**src/rtl/nfw_pkg.sv**
```systemverilog
// nfw_pkg: shared constants, types and a helper function for the nixie frame wheel effect
// used by nfw_wheel and nixie_frame_wheel_effect; no dependencies
package nfw_pkg;

  localparam int WHEEL_STEPS = 10;
  localparam int STEP_W      = $clog2(WHEEL_STEPS);

  localparam logic [1:0] MODE_NONE   = 2'd0;
  localparam logic [1:0] MODE_ZERO   = 2'd1;
  localparam logic [1:0] MODE_CHANGE = 2'd2;
  localparam logic [1:0] MODE_KEEP   = 2'd3;

  localparam logic [7:0] WHEEL_TABLE [WHEEL_STEPS] = '{
    8'd11, 8'd22, 8'd33, 8'd44, 8'd55, 8'd66, 8'd77, 8'd88, 8'd99, 8'd0
  };

  localparam logic [STEP_W-1:0] STEP_LAST = STEP_W'(WHEEL_STEPS - 1);

  typedef struct packed {
    logic       shown;
    logic       adv;
    logic [1:0] mode;
  } wheel_ctrl_t;

  // digit nibbles into board order
  function automatic logic [31:0] board_order(input logic [31:0] w);
    board_order = {w[31:24], w[3:0], w[7:4], w[11:8], w[15:12], w[19:16], w[23:20]};
  endfunction

endpackage

```
**src/rtl/nfw_wheel.sv**
```systemverilog
// nfw_wheel: wheel effect for one byte field, with its step counter and last value
// depends on nfw_pkg
module nfw_wheel
  import nfw_pkg::*;
(
  input  logic        clk,
  input  logic        rst,
  input  wheel_ctrl_t ctrl,
  input  logic [7:0]  field,
  input  logic [7:0]  frame_byte,
  output logic [7:0]  byte_out
);

  logic [STEP_W-1:0] step;
  logic [STEP_W-1:0] step_next;
  logic [STEP_W-1:0] step_clamp;
  logic [STEP_W-1:0] step_adv;
  logic [7:0]        last;
  logic [7:0]        last_next;
  logic [7:0]        tbl;
  logic              at_end;
  logic              is_zero;
  logic              changed;

  assign at_end     = (step >= STEP_LAST);
  assign step_clamp = at_end ? STEP_LAST : step;
  assign step_adv   = at_end ? STEP_LAST : step + STEP_W'(1);
  assign tbl        = WHEEL_TABLE[step_clamp];
  assign is_zero    = (field == 8'd0);
  assign changed    = (field != last);

  always_comb begin
    step_next = step;
    last_next = last;
    byte_out  = frame_byte;
    case (ctrl.mode)
      MODE_NONE: begin
        step_next = '0;
      end
      MODE_ZERO: begin
        if (is_zero) begin
          byte_out  = frame_byte | tbl;
          step_next = step_adv;
        end else begin
          step_next = '0;
        end
      end
      MODE_CHANGE: begin
        if (changed) begin
          byte_out  = tbl;
          step_next = step_adv;
          if (at_end) begin
            last_next = field;
          end
        end else begin
          step_next = '0;
        end
      end
      default: begin
      end
    endcase
    if (!ctrl.shown) begin
      byte_out = frame_byte;
    end
  end

  always_ff @(posedge clk) begin
    if (rst) begin
      step <= '0;
      last <= '0;
    end else if (ctrl.adv && ctrl.shown) begin
      step <= step_next;
      last <= last_next;
    end
  end

endmodule

```
**src/rtl/nixie_frame_wheel_effect.sv**
```systemverilog
// nixie_frame_wheel_effect: builds the 40-bit shift-register frame from a digit word
// depends on nfw_pkg and nfw_wheel
//
// input beat on s_*: tdata = digit_word (bits 31..0), dp_high (bits 39..32);
// tuser = time_shown. output beat on m_*: tdata = frame (40 bits).
// wheel_mode is written through wheel_mode_wr / wheel_mode_data; the user must write
// it only while idle, the block itself does not enforce this: 0 no effect, 1 wheel
// while a field reads 00, 2 wheel on every change, 3 frame untouched.
// each beat goes into an input register, is reordered and run through the
// minutes and seconds wheel units in one pass, and lands in the output
// register, one beat per cycle sustained while m_tready stays high. the wheel
// counters are updated as a beat leaves the input register, so consecutive
// beats see each other's state.
// when m_tready is low the output register holds; the input register still
// takes one more beat, then s_tready drops until the output drains.
// reset empties both registers and clears wheel_mode and all wheel state.
module nixie_frame_wheel_effect
  import nfw_pkg::*;
(
  input  logic        clk,
  input  logic        rst,
  input  logic        s_tvalid,
  output logic        s_tready,
  input  logic [39:0] s_tdata,         // digit_word [31:0], dp_high [39:32]
  input  logic        s_tuser,         // time_shown
  output logic        m_tvalid,
  input  logic        m_tready,
  output logic [39:0] m_tdata,         // frame [39:0]
  input  logic        wheel_mode_wr,
  input  logic [1:0]  wheel_mode_data
);

  logic [1:0]  wheel_mode;
  logic        in_valid;
  logic [31:0] in_word;
  logic [7:0]  in_dp_high;
  logic        in_shown;
  logic        move;
  logic        take;
  logic [31:0] ordered;
  logic [7:0]  min_byte;
  logic [7:0]  sec_byte;
  logic [31:0] frame_lo;
  wheel_ctrl_t ctrl;

  assign move     = in_valid && (!m_tvalid || m_tready);
  assign s_tready = !in_valid || move;
  assign take     = s_tvalid && s_tready;

  always_ff @(posedge clk) begin
    if (rst) begin
      wheel_mode <= MODE_NONE;
    end else if (wheel_mode_wr) begin
      wheel_mode <= wheel_mode_data;
    end
  end

  always_ff @(posedge clk) begin
    if (rst) begin
      in_valid <= 1'b0;
    end else if (take) begin
      in_valid <= 1'b1;
    end else if (move) begin
      in_valid <= 1'b0;
    end
  end

  always_ff @(posedge clk) begin
    if (take) begin
      in_word    <= s_tdata[31:0];
      in_dp_high <= s_tdata[39:32];
      in_shown   <= s_tuser;
    end
  end

  assign ordered    = board_order(in_word);
  assign ctrl.shown = in_shown;
  assign ctrl.adv   = move;
  assign ctrl.mode  = wheel_mode;

  nfw_wheel u_min (
    .clk        (clk),
    .rst        (rst),
    .ctrl       (ctrl),
    .field      (in_word[15:8]),
    .frame_byte (ordered[15:8]),
    .byte_out   (min_byte)
  );

  nfw_wheel u_sec (
    .clk        (clk),
    .rst        (rst),
    .ctrl       (ctrl),
    .field      (ordered[23:16]),
    .frame_byte (ordered[23:16]),
    .byte_out   (sec_byte)
  );

  assign frame_lo = {ordered[31:24], sec_byte, min_byte, ordered[7:0]};

  always_ff @(posedge clk) begin
    if (rst) begin
      m_tvalid <= 1'b0;
    end else if (move) begin
      m_tvalid <= 1'b1;
    end else if (m_tready) begin
      m_tvalid <= 1'b0;
    end
  end

  always_ff @(posedge clk) begin
    if (move) begin
      m_tdata <= {in_dp_high, frame_lo};
    end
  end

  a_reset_empty: assert property (@(posedge clk)
    rst |=> !m_tvalid && s_tready)
    else $error("pipeline not empty after reset");

  a_no_overrun: assert property (@(posedge clk) disable iff (rst)
    in_valid && m_tvalid && !m_tready |-> !s_tready)
    else $error("input taken while both registers are full");

  a_dp_carried: assert property (@(posedge clk) disable iff (rst)
    move |=> m_tvalid && m_tdata[39:32] == $past(in_dp_high))
    else $error("upper decimal points lost");

  a_plain_frame: assert property (@(posedge clk) disable iff (rst)
    move && !in_shown |=> m_tdata[31:0] == $past(ordered))
    else $error("frame altered while time not shown");

endmodule

```
**config.mk**
```make
export PLATFORM = sky130hd
export DESIGN_NAME = nixie_frame_wheel_effect
export DESIGN_NICKNAME = d
export VERILOG_FILES = /design/src/rtl/nfw_pkg.sv /design/src/rtl/nfw_wheel.sv /design/src/rtl/nixie_frame_wheel_effect.sv
export SDC_FILE = /design/constraint.sdc
export NUM_CORES = 1
export LEC_CHECK = 0
export BUFFER_PORTS_ARGS = -buffer_cell sky130_fd_sc_hd__buf_2
export CORE_UTILIZATION = 35
export CTS_CLUSTER_SIZE = 40
export DETAILED_ROUTE_END_ITERATION = 12
export GPL_TIMING_DRIVEN = 0
export PLACE_DENSITY = 0.58
export SKIP_CTS_REPAIR_TIMING = 1
export SLEW_MARGIN = 15
export SYNTH_ARGS = -nofsm -noshare
export SYNTH_HDL_FRONTEND = slang
export SYNTH_HIERARCHICAL = 1
export SYNTH_SLANG_ARGS = --single-unit
```
**constraint.sdc**
```tcl
create_clock -name clk -period 6.2 [get_ports clk]
set_clock_uncertainty 0.05 [all_clocks]
set_input_delay 0 -clock clk [delete_from_list [all_inputs] [get_ports clk]]
set_output_delay 0 -clock clk [all_outputs]
set_load 0.02 [all_outputs]
```
==> key figures <==
Run status
  – Status: completed

Worst setup path
  – Critical path type: reg2reg
  – Arr. time, crit path: 2.70 ns
  – CP max FO: 42
  – Crit-path max cell delay: 0.89 ns
  – Worst setup EP type: flip-flop
  – Startpoint Class: flip-flop
  – Worst R2R Setup Slack: 3.68 ns
  – Slowest library cell on the worst path: and2_2
  – Worst EP required: 6.38 ns
  – Worst path cell trace: nand2b_1, and2_2, nand2_1, nor4b_4, buf_6, mux2i_1, nor2_1

Timing
  – Final Hold Fails: 0
  – Setup tns final: 0 ns
  – Final setup fails: 0
  – Slew of the pin with the lowest slew margin: 1.11 ns
  – Unrepaired setup endpoints after global routing: no
  – Slew HR: 26.3%
  – Tmin final: 2.52 ns
  – Fin. max-slew vios: 0
  – Period utilization: 40.6%
  – Max Fclk: 0.397 GHz

Synthesis
  – Mapped Avg Cell Area: 14.0 um2
  – Post-Synthesis Cells: 321
  – Most frequent cells after synthesis: edfxtp_1, nor2_1, dfxtp_1, nand2_1, xnor2_1
  – Count leader, synth: edfxtp_1
  – Mapped Nets: 381
  – Mapped cell area: 4510 um2
  – Ranking of synthesized cells by area: edfxtp_1, dfxtp_1, mux2i_1, xnor2_1, ha_1
  – Most used DFF post-synth: edfxtp_1
  – Post-synth EDFFs: 81
  – Yosys top cell area share: 54.0%
  – Largest area contributor in the netlist: edfxtp_1
  – Register bit total from synthesis: 109
  – Sequential area share after synthesis: 66.4%
  – Yosys cell types: 39
  – Yosys warnings: 6
  – Async SR Flop Fraction: 0%

Routing
  – Routed len/inst: 13.6 um
  – Detailed Routing Iterations Pass 1: 4
  – Post-route antenna net violation count: 0
  – Routed vias/inst: 4.55
  – Post-detailed-routing wire length: 8820 um
  – DRC: 0
  – Vias: 2950
  – 1st-iter DRT viols: 101

Clock tree
  – Worst-path clk slew: 0.07 ns
  – Clock Sinks: 109
  – Inserted Clock Buffers: 9
  – Htree depth: 3
  – CTS tree: built
  – Skew-Pair Late Insertion Delay: 0.35 ns
  – Root Buffer: clkbuf_16
  – Clk buf depth: 2

Global routing
  – GRT Resource Usage Total: 13.1%
  – Vias in the first global route: 2649
  – Largest net degree at the start of global routing: 43
  – Total gr overflow: 0
  – First-pass GRT wire length: 13000 um
  – Initial antenna violation count: 0

Pwr
  – Pleak: 2.21 nW
  – PwrDens: 251 nW/um2
  – Peak supply drop: 0.193 mV
  – Tot Pwr: 1.50 mW

Floorplanning
  – Die ar.: 13300 um2
  – Die X-Extent: 115 um
  – I/O Pins: 90
  – Row count: 41
  – Initial core utilization: 35.8%
  – Height of the chip: 115 um
  – CORE AREA: 12600 um2

Cells and area
  – FF/Latch Area: 2990 um2
  – Multi-input gate area: 1400 um2
  – Design area: 5960 um2
  – Final core occ: 47.4%
  – # diodes: 0
  – Layout cell share with drive strength beyond 1: 27.5%
  – Final nets: 533
  – Area Overhead vs Synth: 32.2%
  – # fillers: 1114
  – Layout Cells excl Fill: 649

Placed design
  – IO buf count: 89
  – Placed cell count: 582
  – GPL Wtd Cong: 0.777
  – Post-DP HPWL: 5670 um
  – Area after DPL: 5170 um2

Worst hold path
  – Worst Hold Class: in2reg

Flow run
  – Maxcap violations: 0
## critical path, delay by kind of cell (launching register included)
kind | cells | cell delay [ns]
AND/OR/NAND/NOR | 5 | 1.60
buffers and inverters | 1 | 0.19
flip-flops | 1 | 0.35
multiplexers | 1 | 0.20
## per-stage QoR
stage	hold WS (ns)	setup slack, ns
2_1_floorplan	0.0124	4.05
3_3_place_gp	0.127	3.73
3_5_place_dp	0.128	3.64
4_1_cts	-0.247	3.62
5_1_grt	0.294	3.40
6_report	0.305	3.68
## cells by family after synthesis
group / Yosys count / share of synthesized area [%]
AND/OR/NAND/NOR: 92 / 11.0
XOR/XNOR: 22 / 4.28
adder cells (fa/ha/maj): 12 / 3.33
AO/OA/AOI/OAI: 40 / 7.91
flip-flops: 109 / 66.4
multiplexers: 20 / 4.44
buffers and inverters: 26 / 2.61
## where the power goes
part / switching, mW / internal, mW / total (mW) / leakage [nW]
Combinational: 0.0646 / 0.0593 / 0.124 / 1.08
Sequential: 0.0168 / 0.820 / 0.837 / 1.00
Clock: 0.262 / 0.274 / 0.536 / 0.130
Total: 0.344 / 1.15 / 1.50 / 2.21
## layout by cell type, fill, tap and decap left out, drive strengths merged, types with 2 or more instances in the layout
master	count
o22ai	2
nor3	6
dfxtp	28
a21o	2
nand3	4
nor4b	2
a32o	4
ha	12
a21oi	10
and3	2
and2	4
mux2i	20
nand2	26
nand4	6
clkinv	4
o211ai	2
clkbuf	15
o31ai	8
o21ai	8
or2	2
buf	95
a41oi	2
nand2b	3
xnor2	22
o31a	2
nand4b	2
edfxtp	81
nor4	2
dlygate4sd3	52
inv	15
nor2	32
## final cells by class
| class | count | area share [%] |
|---|---|---|
| Sequential cell | 109 | 50.2 |
| Multi-Input combinational cell | 186 | 23.4 |
| Timing Repair Buffer | 141 | 16.2 |
| Clock buffer | 9 | 3.78 |
| Tap cell | 172 | 3.61 |
| Buffer | 12 | 1.09 |
| Inverter | 14 | 0.882 |
| Clock inverter | 6 | 0.777 |
## registers in the layout, summed over array words and instances (netlist names), 2 cells and up
register and count:
in_dp_high 8, in_word 32, m_tdata 40, u_min/last 8, u_min/step 4, u_sec/last 8
u_sec/step 4, wheel_mode 2
## routing by layer
| layer | GRT usage (%) | up-vias | wire length, um |
|---|---|---|---|
| met3 | 4.65 | 13 | 439 |
| met1 | 15.8 | 1396 | 3850 |
| met5 | 0 | - | 0 |
| met4 | 6.15 | 0 | 155 |
| li1 | - | 1463 | - |
| met2 | 21.1 | 78 | 4380 |
## path summary, 6_finish.rpt
path / cells after the start / end / startpoint
setup / recovery: 7 / u_min/last[5] / m_tvalid
hold reg to reg: 0 / m_tdata[1] / in_word[21]
setup reg to reg: 7 / u_min/last[5] / m_tvalid
hold / removal: 2 / in_word[2] / s_tdata[2]
Note: power is estimated with default switching activity, not from simulation.
